$ cat src/hw/rtl/lcdnb_pkg.sv
// Shared types, codes and helpers for the character LCD nibble bus controller.
`timescale 1ns / 1ps
`default_nettype none

package lcdnb_pkg;

	localparam int TIMER_WIDTH = 20;
	localparam int TICKS_WIDTH = 20;

	typedef logic [TIMER_WIDTH-1:0] tmr_t;
	typedef logic [TICKS_WIDTH-1:0] ticks_t;
	typedef logic [2:0]             cfg_idx_t;

	localparam cfg_idx_t REG_ENABLE_PULSE = 3'd0;
	localparam cfg_idx_t REG_NIBBLE_GAP   = 3'd1;
	localparam cfg_idx_t REG_READ_GAP     = 3'd2;
	localparam cfg_idx_t REG_SHORT_WAIT   = 3'd3;
	localparam cfg_idx_t REG_LONG_WAIT    = 3'd4;
	localparam cfg_idx_t REG_POLL_LIMIT   = 3'd5;

	localparam logic [2:0] CMD_INSTR_SHORT = 3'd0;
	localparam logic [2:0] CMD_INSTR_LONG  = 3'd1;
	localparam logic [2:0] CMD_DATA_WRITE  = 3'd2;
	localparam logic [2:0] CMD_SINGLE_NIB  = 3'd3;
	localparam logic [2:0] CMD_READ_DATA   = 3'd4;
	localparam logic [2:0] CMD_READ_ADDR   = 3'd5;
	localparam logic [2:0] CMD_WAIT_BUSY   = 3'd6;
	localparam logic [2:0] CMD_NONE        = 3'd7;

	localparam logic [7:0] ADDR_MASK = 8'h7F;

	localparam logic [15:0] RST_ENABLE_PULSE = 16'd13;
	localparam logic [15:0] RST_NIBBLE_GAP   = 16'd250;
	localparam logic [15:0] RST_READ_GAP     = 16'd2500;
	localparam ticks_t      RST_SHORT_WAIT   = 20'd2500;
	localparam ticks_t      RST_LONG_WAIT    = 20'd90000;
	localparam logic [7:0]  RST_POLL_LIMIT   = 8'd200;

	typedef struct packed {
		logic [15:0] enable_pulse;
		logic [15:0] nibble_gap;
		logic [15:0] read_gap;
		ticks_t      short_wait;
		ticks_t      long_wait;
		logic [7:0]  poll_limit;
	} cfg_t;

	typedef struct packed {
		logic       ready_res;
		logic       pin_enable;
		logic       pin_register_select;
		logic       pin_read_write;
		logic [3:0] pin_data_out;
		logic       pin_data_drive;
		logic       read_valid;
		logic [7:0] read_byte;
		logic       busy_flag;
		logic       poll_timeout;
	} result_t;

	// Zero counts as one; counts beyond the timer's reach saturate.
	function automatic tmr_t load_value(ticks_t n);
		ticks_t      m;
		logic [32:0] wide;
		logic [32:0] tmax;
		m    = (n == '0) ? '0 : n - ticks_t'(1);
		wide = 33'(m);
		tmax = (33'd1 << TIMER_WIDTH) - 33'd1;
		if (wide > tmax) begin
			return '1;
		end
		return tmr_t'(wide);
	endfunction

endpackage

`default_nettype wire

$ cat src/hw/rtl/lcdnb_cfg_regs.sv
// Configuration register file of the character LCD nibble bus controller.
`timescale 1ns / 1ps
`default_nettype none

module lcdnb_cfg_regs (
	input  wire logic                clk,
	input  wire logic                arst_n,
	input  wire logic                cfg_valid,
	output logic                     cfg_ready,
	input  wire lcdnb_pkg::cfg_idx_t cfg_index,
	input  wire lcdnb_pkg::ticks_t   cfg_data,
	output lcdnb_pkg::cfg_t          cfg
);
	import lcdnb_pkg::*;

	cfg_t cfg_q;

	assign cfg_ready = 1'b1;
	assign cfg       = cfg_q;

	always_ff @(posedge clk or negedge arst_n) begin
		if (!arst_n) begin
			cfg_q.enable_pulse <= RST_ENABLE_PULSE;
			cfg_q.nibble_gap   <= RST_NIBBLE_GAP;
			cfg_q.read_gap     <= RST_READ_GAP;
			cfg_q.short_wait   <= RST_SHORT_WAIT;
			cfg_q.long_wait    <= RST_LONG_WAIT;
			cfg_q.poll_limit   <= RST_POLL_LIMIT;
		end else if (cfg_valid && cfg_ready) begin
			case (cfg_index)
				REG_ENABLE_PULSE: cfg_q.enable_pulse <= cfg_data[15:0];
				REG_NIBBLE_GAP:   cfg_q.nibble_gap   <= cfg_data[15:0];
				REG_READ_GAP:     cfg_q.read_gap     <= cfg_data[15:0];
				REG_SHORT_WAIT:   cfg_q.short_wait   <= cfg_data;
				REG_LONG_WAIT:    cfg_q.long_wait    <= cfg_data;
				REG_POLL_LIMIT:   cfg_q.poll_limit   <= cfg_data[7:0];
				default: ;
			endcase
		end
	end

endmodule

`default_nettype wire

$ cat src/hw/rtl/lcdnb_seq.sv
// Pin timing sequencer: per-tick pin levels and phase/timer state update.
`timescale 1ns / 1ps
`default_nettype none

module lcdnb_seq (
	input  wire logic             clk,
	input  wire logic             arst_n,
	input  wire logic             step,
	input  wire lcdnb_pkg::cfg_t  cfg,
	input  wire logic             cmd_valid,
	input  wire logic [2:0]       cmd,
	input  wire logic [7:0]       cmd_byte,
	input  wire logic [3:0]       pin_data_in,
	output lcdnb_pkg::result_t    res
);
	import lcdnb_pkg::*;

	typedef enum logic [3:0] {
		PH_IDLE, PH_W_HI_EN, PH_W_GAP, PH_W_LO_EN, PH_SETTLE,
		PH_R_HI_EN, PH_R_HI_GAP, PH_R_LO_EN, PH_R_LO_GAP,
		PH_P_HI_EN, PH_P_HI_GAP, PH_P_LO_EN, PH_P_LO_GAP, PH_REPORT
	} phase_t;

	phase_t     phase_q, phase_d;
	tmr_t       timer_q, timer_d;
	logic [2:0] lcmd_q, lcmd_d;
	logic [7:0] lbyte_q, lbyte_d;
	logic [7:0] cap_q, cap_d;
	logic [7:0] polls_q, polls_d;
	logic       sel_q, sel_d;
	logic       dir_q, dir_d;

	logic [3:0] hi, lo;
	logic [7:0] limit;
	logic [7:0] polls_inc;
	ticks_t     pulse_ticks, gap_ticks, rgap_ticks;

	assign hi          = lbyte_q[7:4];
	assign lo          = lbyte_q[3:0];
	assign limit       = (cfg.poll_limit == '0) ? 8'd1 : cfg.poll_limit;
	assign polls_inc   = polls_q + 8'd1;
	assign pulse_ticks = ticks_t'(cfg.enable_pulse);
	assign gap_ticks   = ticks_t'(cfg.nibble_gap);
	assign rgap_ticks  = ticks_t'(cfg.read_gap);

	always_comb begin
		res                     = '0;
		res.pin_register_select = sel_q;
		res.pin_read_write      = dir_q;
		res.pin_data_drive      = ~dir_q;
		case (phase_q)
			PH_W_HI_EN: begin
				res.pin_enable     = 1'b1;
				res.pin_data_out   = hi;
				res.pin_data_drive = 1'b1;
			end
			PH_W_GAP: begin
				res.pin_data_out   = hi;
				res.pin_data_drive = 1'b1;
			end
			PH_W_LO_EN: begin
				res.pin_enable     = 1'b1;
				res.pin_data_out   = lo;
				res.pin_data_drive = 1'b1;
			end
			PH_SETTLE: begin
				res.pin_data_out   = (lcmd_q == CMD_SINGLE_NIB) ? hi : lo;
				res.pin_data_drive = 1'b1;
			end
			PH_R_HI_EN, PH_R_LO_EN: begin
				res.pin_enable     = 1'b1;
				res.pin_data_drive = 1'b0;
			end
			PH_R_HI_GAP, PH_R_LO_GAP: begin
				res.pin_data_drive = 1'b0;
			end
			PH_P_HI_EN, PH_P_LO_EN: begin
				res.pin_enable          = 1'b1;
				res.pin_register_select = 1'b0;
				res.pin_read_write      = 1'b1;
				res.pin_data_drive      = 1'b0;
			end
			PH_P_HI_GAP, PH_P_LO_GAP: begin
				res.pin_register_select = 1'b0;
				res.pin_read_write      = 1'b1;
				res.pin_data_drive      = 1'b0;
			end
			PH_REPORT: begin
				res.read_valid = 1'b1;
				if (lcmd_q == CMD_READ_DATA) begin
					res.read_byte = cap_q;
				end else if (lcmd_q == CMD_READ_ADDR) begin
					res.read_byte = cap_q & ADDR_MASK;
					res.busy_flag = cap_q[7];
				end else begin
					res.busy_flag    = cap_q[7];
					res.poll_timeout = cap_q[7];
				end
			end
			default: begin
				res.ready_res = 1'b1;
			end
		endcase
	end

	always_comb begin
		phase_d = phase_q;
		timer_d = timer_q;
		lcmd_d  = lcmd_q;
		lbyte_d = lbyte_q;
		cap_d   = cap_q;
		polls_d = polls_q;
		sel_d   = sel_q;
		dir_d   = dir_q;
		if (phase_q == PH_REPORT) begin
			phase_d = PH_IDLE;
			timer_d = '0;
		end else if (res.ready_res) begin
			phase_d = PH_IDLE;
			timer_d = '0;
			if (cmd_valid && cmd != CMD_NONE) begin
				lcmd_d  = cmd;
				lbyte_d = cmd_byte;
				cap_d   = '0;
				polls_d = '0;
				timer_d = load_value(pulse_ticks);
				if (cmd <= CMD_SINGLE_NIB) begin
					sel_d   = (cmd == CMD_DATA_WRITE);
					dir_d   = 1'b0;
					phase_d = PH_W_HI_EN;
				end else if (cmd <= CMD_READ_ADDR) begin
					sel_d   = (cmd == CMD_READ_DATA);
					dir_d   = 1'b1;
					phase_d = PH_R_HI_EN;
				end else begin
					phase_d = PH_P_HI_EN;
				end
			end
		end else if (timer_q != '0) begin
			timer_d = timer_q - tmr_t'(1);
		end else begin
			case (phase_q)
				PH_W_HI_EN: begin
					if (lcmd_q == CMD_SINGLE_NIB) begin
						phase_d = PH_SETTLE;
						timer_d = load_value(cfg.short_wait);
					end else begin
						phase_d = PH_W_GAP;
						timer_d = load_value(gap_ticks);
					end
				end
				PH_W_GAP: begin
					phase_d = PH_W_LO_EN;
					timer_d = load_value(pulse_ticks);
				end
				PH_W_LO_EN: begin
					phase_d = PH_SETTLE;
					timer_d = load_value((lcmd_q == CMD_INSTR_LONG) ? cfg.long_wait
						: cfg.short_wait);
				end
				PH_SETTLE: begin
					phase_d = PH_IDLE;
				end
				PH_R_HI_EN: begin
					cap_d   = {pin_data_in, cap_q[3:0]};
					phase_d = PH_R_HI_GAP;
					timer_d = load_value(rgap_ticks);
				end
				PH_R_HI_GAP: begin
					phase_d = PH_R_LO_EN;
					timer_d = load_value(pulse_ticks);
				end
				PH_R_LO_EN: begin
					cap_d   = {cap_q[7:4], pin_data_in};
					phase_d = PH_R_LO_GAP;
					timer_d = load_value(rgap_ticks);
				end
				PH_R_LO_GAP: begin
					phase_d = PH_REPORT;
				end
				PH_P_HI_EN: begin
					cap_d   = {pin_data_in[3], 7'd0};
					phase_d = PH_P_HI_GAP;
					timer_d = load_value(gap_ticks);
				end
				PH_P_HI_GAP: begin
					phase_d = PH_P_LO_EN;
					timer_d = load_value(pulse_ticks);
				end
				PH_P_LO_EN: begin
					phase_d = PH_P_LO_GAP;
					timer_d = load_value(gap_ticks);
				end
				default: begin
					if (!cap_q[7]) begin
						phase_d = PH_REPORT;
					end else begin
						polls_d = polls_inc;
						if (polls_inc >= limit || polls_inc == '0) begin
							phase_d = PH_REPORT;
						end else begin
							phase_d = PH_P_HI_EN;
							timer_d = load_value(pulse_ticks);
						end
					end
				end
			endcase
		end
	end

	always_ff @(posedge clk or negedge arst_n) begin
		if (!arst_n) begin
			phase_q <= PH_IDLE;
			timer_q <= '0;
			lcmd_q  <= '0;
			lbyte_q <= '0;
			cap_q   <= '0;
			polls_q <= '0;
			sel_q   <= 1'b0;
			dir_q   <= 1'b0;
		end else if (step) begin
			phase_q <= phase_d;
			timer_q <= timer_d;
			lcmd_q  <= lcmd_d;
			lbyte_q <= lbyte_d;
			cap_q   <= cap_d;
			polls_q <= polls_d;
			sel_q   <= sel_d;
			dir_q   <= dir_d;
		end
	end

endmodule

`default_nettype wire

$ cat src/hw/rtl/char_lcd_nibble_bus_controller.sv
// Top level of the character LCD 4-bit bus controller with its result register.
// Usage:
//   Input channel (in_valid / in_stall): one transaction per clock tick of the
//   LCD timing base, carrying cmd_valid, cmd, cmd_byte and the sampled D7..D4
//   pins. Every input transaction yields exactly one result transaction.
//   Output channel (out_valid / out_stall): pin levels for that tick plus
//   ready_res and the read/poll report fields.
//   Configuration channel (cfg_valid / cfg_ready): register index and data;
//   cfg_ready is always high. Write only while the sequencer is idle.
// Timing: the result is registered and appears in the cycle after its input transaction.
// Throughput: one transaction per cycle unless in_stall; the sequencer state
//   and the result register both advance on every accepted input transaction.
// Reset: arst_n clears the sequencer to idle and the result register to empty;
//   configuration registers return to their defaults.
// Stall: while a result waits and out_stall is high, in_stall is raised and
//   the sequencer holds; the result register is freed in the cycle it is taken.
`timescale 1ns / 1ps
`default_nettype none

module char_lcd_nibble_bus_controller (
	input  wire logic                clk,
	input  wire logic                arst_n,
	input  wire logic                in_valid,
	output logic                     in_stall,
	input  wire logic                cmd_valid,
	input  wire logic [2:0]          cmd,
	input  wire logic [7:0]          cmd_byte,
	input  wire logic [3:0]          pin_data_in,
	output logic                     out_valid,
	input  wire logic                out_stall,
	output logic                     ready_res,
	output logic                     pin_enable,
	output logic                     pin_register_select,
	output logic                     pin_read_write,
	output logic [3:0]               pin_data_out,
	output logic                     pin_data_drive,
	output logic                     read_valid,
	output logic [7:0]               read_byte,
	output logic                     busy_flag,
	output logic                     poll_timeout,
	input  wire logic                cfg_valid,
	output logic                     cfg_ready,
	input  wire lcdnb_pkg::cfg_idx_t cfg_index,
	input  wire lcdnb_pkg::ticks_t   cfg_data
);
	import lcdnb_pkg::*;

	cfg_t    cfg;
	result_t res;
	result_t res_q;
	logic    out_valid_q;
	logic    step;

	assign in_stall = out_valid_q && out_stall;
	assign step     = in_valid && !in_stall;

	lcdnb_cfg_regs u_cfg (
		.clk       (clk),
		.arst_n    (arst_n),
		.cfg_valid (cfg_valid),
		.cfg_ready (cfg_ready),
		.cfg_index (cfg_index),
		.cfg_data  (cfg_data),
		.cfg       (cfg)
	);

	lcdnb_seq u_seq (
		.clk         (clk),
		.arst_n      (arst_n),
		.step        (step),
		.cfg         (cfg),
		.cmd_valid   (cmd_valid),
		.cmd         (cmd),
		.cmd_byte    (cmd_byte),
		.pin_data_in (pin_data_in),
		.res         (res)
	);

	always_ff @(posedge clk or negedge arst_n) begin
		if (!arst_n) begin
			out_valid_q <= 1'b0;
		end else if (step) begin
			out_valid_q <= 1'b1;
		end else if (!out_stall) begin
			out_valid_q <= 1'b0;
		end
	end

	always_ff @(posedge clk) begin
		if (step) begin
			res_q <= res;
		end
	end

	assign out_valid           = out_valid_q;
	assign ready_res           = res_q.ready_res;
	assign pin_enable          = res_q.pin_enable;
	assign pin_register_select = res_q.pin_register_select;
	assign pin_read_write      = res_q.pin_read_write;
	assign pin_data_out        = res_q.pin_data_out;
	assign pin_data_drive      = res_q.pin_data_drive;
	assign read_valid          = res_q.read_valid;
	assign read_byte           = res_q.read_byte;
	assign busy_flag           = res_q.busy_flag;
	assign poll_timeout        = res_q.poll_timeout;

`ifndef SYNTHESIS
	a_stall_needs_result: assert property (@(posedge clk) disable iff (!arst_n)
		in_stall |-> out_valid)
		else $error("input stalled with no result pending");

	a_drive_vs_direction: assert property (@(posedge clk) disable iff (!arst_n)
		out_valid |-> (pin_data_drive != pin_read_write))
		else $error("data drive conflicts with read/write level");

	a_report_quiet: assert property (@(posedge clk) disable iff (!arst_n)
		(out_valid && read_valid) |-> (!pin_enable && !ready_res))
		else $error("report tick with enable or ready");

	a_idle_no_enable: assert property (@(posedge clk) disable iff (!arst_n)
		(out_valid && ready_res) |-> (!pin_enable && pin_data_out == 4'd0))
		else $error("idle tick drives enable or data");
`endif

endmodule

`default_nettype wire
$ cat config.mk
export PLATFORM = sky130hd
export DESIGN_NAME = char_lcd_nibble_bus_controller
export DESIGN_NICKNAME = d
export VERILOG_FILES = /design/src/hw/rtl/lcdnb_pkg.sv /design/src/hw/rtl/lcdnb_cfg_regs.sv /design/src/hw/rtl/lcdnb_seq.sv /design/src/hw/rtl/char_lcd_nibble_bus_controller.sv
export SDC_FILE = /design/constraint.sdc
export NUM_CORES = 1
export LEC_CHECK = 0
export BUFFER_PORTS_ARGS = -buffer_cell sky130_fd_sc_hd__buf_2
export CAP_MARGIN = 10
export CELL_PAD_IN_SITES_DETAIL_PLACEMENT = 1
export CELL_PAD_IN_SITES_GLOBAL_PLACEMENT = 2
export CORE_MARGIN = 3
export CORE_UTILIZATION = 40
export CTS_CLUSTER_SIZE = 40
export DETAILED_ROUTE_END_ITERATION = 10
export PLACE_DENSITY = 0.91
export SLEW_MARGIN = 20
export SYNTH_ARGS = -nofsm -noshare
export SYNTH_HDL_FRONTEND = slang
export SYNTH_SLANG_ARGS = --single-unit
export TNS_END_PERCENT = 30
$ cat constraint.sdc
create_clock -name clk -period 10 [get_ports clk]
set_clock_uncertainty 0.1 [all_clocks]
set_input_delay 1.5 -clock clk [delete_from_list [all_inputs] [get_ports clk]]
set_output_delay 1.5 -clock clk [all_outputs]
set_load 0.005 [all_outputs]
After elaboration in Yosys (flattened, before gate mapping)
Cells that the tools add are included.
{"block": "op_classes", "n_bitwise": 3, "eq_ne": 37, "magnitude_cmp": 3, "n_mux": 49, "add_sub_neg": 7, "reduce_logical": 42}
{"cell": "20-bit 2-to-1 mux", "count": 13}
{"cell": "20-bit case mux with 6 select lines", "count": 1}
{"cell": "20-bit zero test", "count": 5}
{"cell": "8-bit 2-to-1 mux", "count": 9}
{"cell": "20-bit by 1-bit subtractor with 20-bit output (second input constant)", "count": 3}
{"cell": "16-bit by 1-bit subtractor with 17-bit output (second input constant)", "count": 3}
{"cell": "4-bit case mux with 11 select lines", "count": 1}
{"cell": "4-bit 2-to-1 mux", "count": 8}
{"cell": "4-bit equality test (second input constant)", "count": 6}
{"cell": "8-bit case mux with 3 select lines", "count": 1}
{"cell": "20-bit nonzero test", "count": 1}
{"cell": "6-bit AND reduction", "count": 3}
{"cell": "4-bit by 3-bit equality test with 1-bit output (second input constant)", "count": 4}
{"cell": "8-bit zero test", "count": 2}
{"cell": "3-bit equality test (second input constant)", "count": 5}
{"cell": "2-bit AND reduction", "count": 7}
{"cell": "13-bit OR reduction", "count": 1}
{"cell": "3-bit by 2-bit equality test with 1-bit output (second input constant)", "count": 4}
{"cell": "4-bit case mux with 3 select lines", "count": 1}
{"cell": "11-bit 2-to-1 mux", "count": 1}
{"cell": "11-bit OR reduction", "count": 1}
{"cell": "2-bit OR reduction", "count": 5}
{"cell": "1-bit 2-to-1 mux", "count": 9}
{"cell": "9-bit by 4-bit inequality test with 1-bit output (second input constant)", "count": 1}
{"cell": "other kinds (30)", "count": 46}
{"block": "totals", "input_bits": 44, "ff_bits": 170}

Longest topological paths before layout
{"block": "logic_depth", "ltp_word": 10, "mapped_depth": 15, "mapped_depth_nobuf": 11}

Modules after synthesis
From an unflattened synthesis, not the netlist that was laid out.
{"block": "unflattened", "hier_cells": 1122, "hier_area_um2": 10860.4}
{"module": "lcdnb_seq", "seq_area_each_um2": 1326.3, "cells_each": 889, "area_each_um2": 6446.2, "instances": 1}
{"module": "lcdnb_cfg_regs", "seq_area_each_um2": 2441.1, "cells_each": 209, "area_each_um2": 3763.6, "instances": 1}
{"module": "char_lcd_nibble_bus_controller", "seq_area_each_um2": 625.6, "cells_each": 24, "area_each_um2": 650.6, "instances": 1}

Least setup slack after synthesis
OpenSTA, ideal clock, no wires.
{"block": "synth_path", "path_type": "input -> register", "from": "input out_stall", "to": "register u_seq.polls_q[5]", "cell_stages": 9, "path_buffers": 1, "t_required_ps": 9768, "slack_ps": 6661, "arrival_ps": 3107, "setup_time_ps": 132, "path_cell_list": "nand2_1 -> nand2_1 -> inv_1 -> nand3_1 -> o31a_1 -> nand2b_4 -> buf_2 -> o21ai_0 -> o41ai_2"}
{"block": "synth_between", "elab_chain_cells": 4}
{"item": "from (decl)", "line": "char_lcd_nibble_bus_controller.sv:30", "text": "input wire logic out_stall,"}
{"item": "1-bit logical AND", "line": "char_lcd_nibble_bus_controller.sv:54", "text": "assign in_stall = out_valid_q && out_stall;"}
{"item": "1-bit zero test", "line": "char_lcd_nibble_bus_controller.sv:55", "text": "assign step = in_valid && !in_stall;"}
{"item": "1-bit logical AND", "line": "char_lcd_nibble_bus_controller.sv:55"}
{"item": "net step", "line": "char_lcd_nibble_bus_controller.sv:52", "text": "logic step;"}
{"item": "6-bit AND reduction (no source line)"}
{"item": "to (signal assigned)", "line": "lcdnb_seq.sv:227", "text": "polls_q <= polls_d;"}
{"item": "to (decl)", "line": "lcdnb_seq.sv:29", "text": "logic [7:0] polls_q, polls_d;"}
The timed path passes the listed nets, and every way through them passes these cells.
A chain may end at the register's enable or synchronous reset.

Worst setup path in the final report
{"block": "layout_path", "from": "register u_seq.polls_q[0]", "to": "register u_seq.timer_q[8]"}
{"block": "layout_between", "elab_chain_cells": 5, "elab_cells_between_ends": 6}
{"item": "8-bit by 1-bit adder with 8-bit output (*)", "line": "lcdnb_seq.sv:41", "text": "assign polls_inc = polls_q + 8'd1;"}
{"item": "8-bit >= comparator / 8-bit zero test (equally long branches)", "line": "lcdnb_seq.sv:199", "text": "if (polls_inc >= limit || polls_inc == '0) begin"}
{"item": "1-bit logical OR (*)", "line": "lcdnb_seq.sv:199"}
{"item": "9-bit by 7-bit inequality test with 1-bit output (no source line) (*)"}
{"item": "4-bit AND reduction (no source line) (*)"}
{"item": "to (signal assigned)", "line": "lcdnb_seq.sv:223", "text": "timer_q <= timer_d;"}
{"item": "to (decl)", "line": "lcdnb_seq.sv:25", "text": "tmr_t timer_q, timer_d;"}
Mark *: on every way between the ends. The rest lies on a longest branch, timed or not.

==> results.md <==
- Status: finished, final reports clean
- Final RePlAce weighted congestion: 0.9197
- Antenna cells: 0
- Total wire length: 34530 um
- Clock edge transition at the registers on the reported setup and hold paths: 0.08 ns
- Worst slew margin relative to its limit: 30.27%
- Final hold slack: 0.3850 ns
- Unique masters post-synth: 81
- Netlist area before placement: 10770 um2
- Vias in the first global route: 9366
- Horiz. Die Dim: 170.1 um
- Worst vdd rail ir drop: 116.8 uV
- Synthesized instance count: 1113
- Post-synth net total: 1176
- Layout-stage area growth over the synthesis result: 11.67%
- Total routing resource utilization after global routing: 24.10%
- Overall die area: 28940 um2
- Wire length of the first global-routing pass: 54500 um
- Period utilization: 40.87%
- Total congestion overflow after global routing: 0
- Hold-critical path depth: 2
- Arr. time, crit path: 4.31 ns
- TritonCTS clock tree: built
- Cts bufs inserted: 17
- Initial Util: 41.00%
- Share of final-layout standard cells stronger than drive strength 1: 23.61%
- Final HPWL from detailed placement: 25490 um
- Max H-tree Level: 4
- Sequential element share of the synthesized area: 40.77%
- # Max-Cap Violations: 0
- First-pass iteration count of the detailed router: 5
- Root Buffer Master: sky130_fd_sc_hd__clkbuf_16
- Final critical delay including setup and external delays: 4.087 ns
- Highest net fanout along the worst path: 19
- Synthesis-stage register bit count: 170
- Number of flops mapped to enable cells by yosys: 20
- Crit path kind: reg2reg
- Startpoint types: flop
- Count of pins over their slew limit: 0
- Port Buf Inserts: 65
- Post-synthesis area per instance: 9.680 um2
- Top achievable clock speed: 244.7 MHz
- Pwr/cell area: 257.1 nW/um2
- Transition time at the pin with the least slew margin: 1.036 ns
- Critical Path End Type: flop
- Area of the core region: 26280 um2
- Clock sink count: 170
- Syn. warnings: 0
- CTS Buffer Depth: 2
- Via count: 9109
- Antenna viol nets, final: 0
- Vias per cell: 6.057
- Depth of the worst register-to-register path: 11
- Static leakage: 4.682 nW
- Post_cts resized: 0
- Asr flop ratio synth: 88.24%
- Number of top-level pins: 67
- Number of endpoints with negative hold slack in the final report: 0
- Source-to-sink clock delay at the later pin of the worst-skew pair: 0.45 ns
- Wire length per cell after detailed routing: 22.96 um
- Initial DRC Count: 680
- Post-CTS setup-driven buffer insertion count: 0
- Count of final setup violators: 0
- Cts-stage hold buffer count: 0
- Height of the die: 170.1 um
- Number of nets in the final layout: 1219
- Critical path required time: 10.22 ns
- Worst hold path class: reg2reg
- Top flip-flop cell by instance count after synthesis: sky130_fd_sc_hd__dfrtp_1
- Row cnt: 59
- Unrepaired setup endpoints after global routing: no
- Number of remaining DRC errors: 0
- Final total negative setup slack: 0 ns
- Number of antenna violations at the first check in global routing: 1
- Largest net degree at the start of global routing: 87
[sequential cells by signal, indices dropped and copies added, names as in the netlist]
signal,count
u_seq.polls_q,8
pin_enable,1
u_seq.cap_q,8
pin_read_write,1
read_byte,8
read_valid,1
u_seq.dir_q,1
u_seq.timer_q,20
u_seq.phase_q,4
poll_timeout,1
pin_register_select,1
u_seq.sel_q,1
ready_res,1
u_cfg.cfg,96
u_seq.lcmd_q,3
busy_flag,1
out_valid,1
pin_data_drive,1
pin_data_out,4
u_seq.lbyte_q,8
[stage by stage]
stage / std cells / setup WS [ns] / utilization (%) / instance area [um2] / total power [mW]
after floorplan: 1113 / 6.661 / - / 10770 / 1.956
after global placement: 1472 / 6.066 / 43.47 / 11420 / 2.325
after detailed placement: 1472 / 5.936 / 43.47 / 11420 / 2.367
after CTS: 1504 / 5.939 / 45.78 / 12030 / 3.083
after global routing: 1504 / 5.498 / 45.78 / 12030 / 3.280
final: 1504 / 5.913 / 45.78 / 12030 / 3.094
[path summary, 6_finish.rpt]
kind                                   from                to  slack, ns
max                        u_seq.polls_q[0]  u_seq.timer_q[8]       5.91
min                          u_seq.cap_q[0]    u_seq.cap_q[0]       0.38
max reg2reg                u_seq.polls_q[0]  u_seq.timer_q[8]       5.91
min reg2reg                  u_seq.cap_q[0]    u_seq.cap_q[0]       0.38
max in group asynchronous            arst_n     u_cfg.cfg[72]       7.48
min in group asynchronous            arst_n    u_seq.cap_q[0]       0.99
[worst max-delay path: stages (launching register included)]
cell	delay, ns
sky130_fd_sc_hd__dfrtp_1	0.45
sky130_fd_sc_hd__nand3_1	0.30
sky130_fd_sc_hd__nor2_1	0.26
sky130_fd_sc_hd__xor2_1	0.17
sky130_fd_sc_hd__ha_1	0.24
sky130_fd_sc_hd__o21ai_0	0.16
sky130_fd_sc_hd__nand2b_1	0.09
sky130_fd_sc_hd__o311ai_0	0.10
sky130_fd_sc_hd__o311ai_0	0.35
sky130_fd_sc_hd__o31a_1	0.59
sky130_fd_sc_hd__nand2b_1	0.61
sky130_fd_sc_hd__o41ai_1	0.53
[per-layer routing]
layer / vias to the layer above / routed length (um) / track usage, %
met5: - / 10 / 0
met4: 2 / 703 / 6.173
met3: 45 / 1700 / 4.297
met2: 246 / 16170 / 39.54
met1: 4606 / 15950 / 33.15
li1: 4210 / - / -
[cells by family after synthesis]
logic type	synth area share (%)
simple gates	19.61
compound gates	14.08
flops	40.77
mux	12.84
xor+xnor	7.154
buf+inv	3.298
fa+ha+maj	2.206
other cells	0.03481
[cell usage in the layout, fill, tap and decap left out, types with 7 or more instances in the layout]
cell,Yosys,final
sky130_fd_sc_hd__dfrtp_1,119,119
sky130_fd_sc_hd__mux2_2,106,106
sky130_fd_sc_hd__nand2_1,93,93
sky130_fd_sc_hd__nor2_1,78,78
sky130_fd_sc_hd__o21ai_0,78,78
sky130_fd_sc_hd__buf_2,11,64
sky130_fd_sc_hd__xnor2_1,46,46
sky130_fd_sc_hd__nor3_1,48,46
sky130_fd_sc_hd__xor2_1,42,42
sky130_fd_sc_hd__nand3_1,37,37
sky130_fd_sc_hd__a21oi_1,36,36
sky130_fd_sc_hd__dfstp_2,31,31
sky130_fd_sc_hd__inv_1,29,29
sky130_fd_sc_hd__edfxtp_1,20,20
sky130_fd_sc_hd__nor4_1,19,19
sky130_fd_sc_hd__mux2i_1,19,19
sky130_fd_sc_hd__ha_1,19,19
sky130_fd_sc_hd__clkbuf_16,0,18
sky130_fd_sc_hd__nand4_1,17,17
sky130_fd_sc_hd__buf_4,5,16
sky130_fd_sc_hd__or4_1,15,15
sky130_fd_sc_hd__o31ai_1,14,14
sky130_fd_sc_hd__o22ai_1,11,11
sky130_fd_sc_hd__or3_1,10,10
sky130_fd_sc_hd__o211ai_1,10,10
sky130_fd_sc_hd__and2_1,9,9
sky130_fd_sc_hd__nor3b_1,12,9
sky130_fd_sc_hd__a211oi_1,9,9
sky130_fd_sc_hd__nand2b_1,8,8
sky130_fd_sc_hd__a31oi_1,8,8
sky130_fd_sc_hd__a22o_1,7,7
[cell type report]
class,count,area [um2]
fillers,3018,14250
inverters,29,108.9
well taps,335,419.2
multi-input cells,857,6051
clock inverters,13,153.9
flip-flops and latches,170,4393
repair buffers,81,451.7
clock buffers,19,454.2
[power breakdown]
group          switching, mW  internal, mW  total, mW
registers              0.249         0.906       1.15
logic                  0.737         0.496       1.23
clock network          0.316         0.390      0.706
[cell usage after synthesis (20+ instances only)]
library cell	number	share of area (%)
sky130_fd_sc_hd__xnor2_1	46	3.7
sky130_fd_sc_hd__nor2_1	78	2.7
sky130_fd_sc_hd__a21oi_1	36	1.7
sky130_fd_sc_hd__edfxtp_1	20	5.6
sky130_fd_sc_hd__dfrtp_1	119	28
sky130_fd_sc_hd__o21ai_0	78	3.6
sky130_fd_sc_hd__clkbuf_1	37	1.3
sky130_fd_sc_hd__inv_1	29	1.0
sky130_fd_sc_hd__nand2_1	93	3.2
sky130_fd_sc_hd__xor2_1	42	3.4
sky130_fd_sc_hd__nor3_1	48	2.2
sky130_fd_sc_hd__nand3_1	37	1.7
sky130_fd_sc_hd__mux2_2	106	11
sky130_fd_sc_hd__dfstp_2	31	7.6
Power figures use the tool's default switching activity.
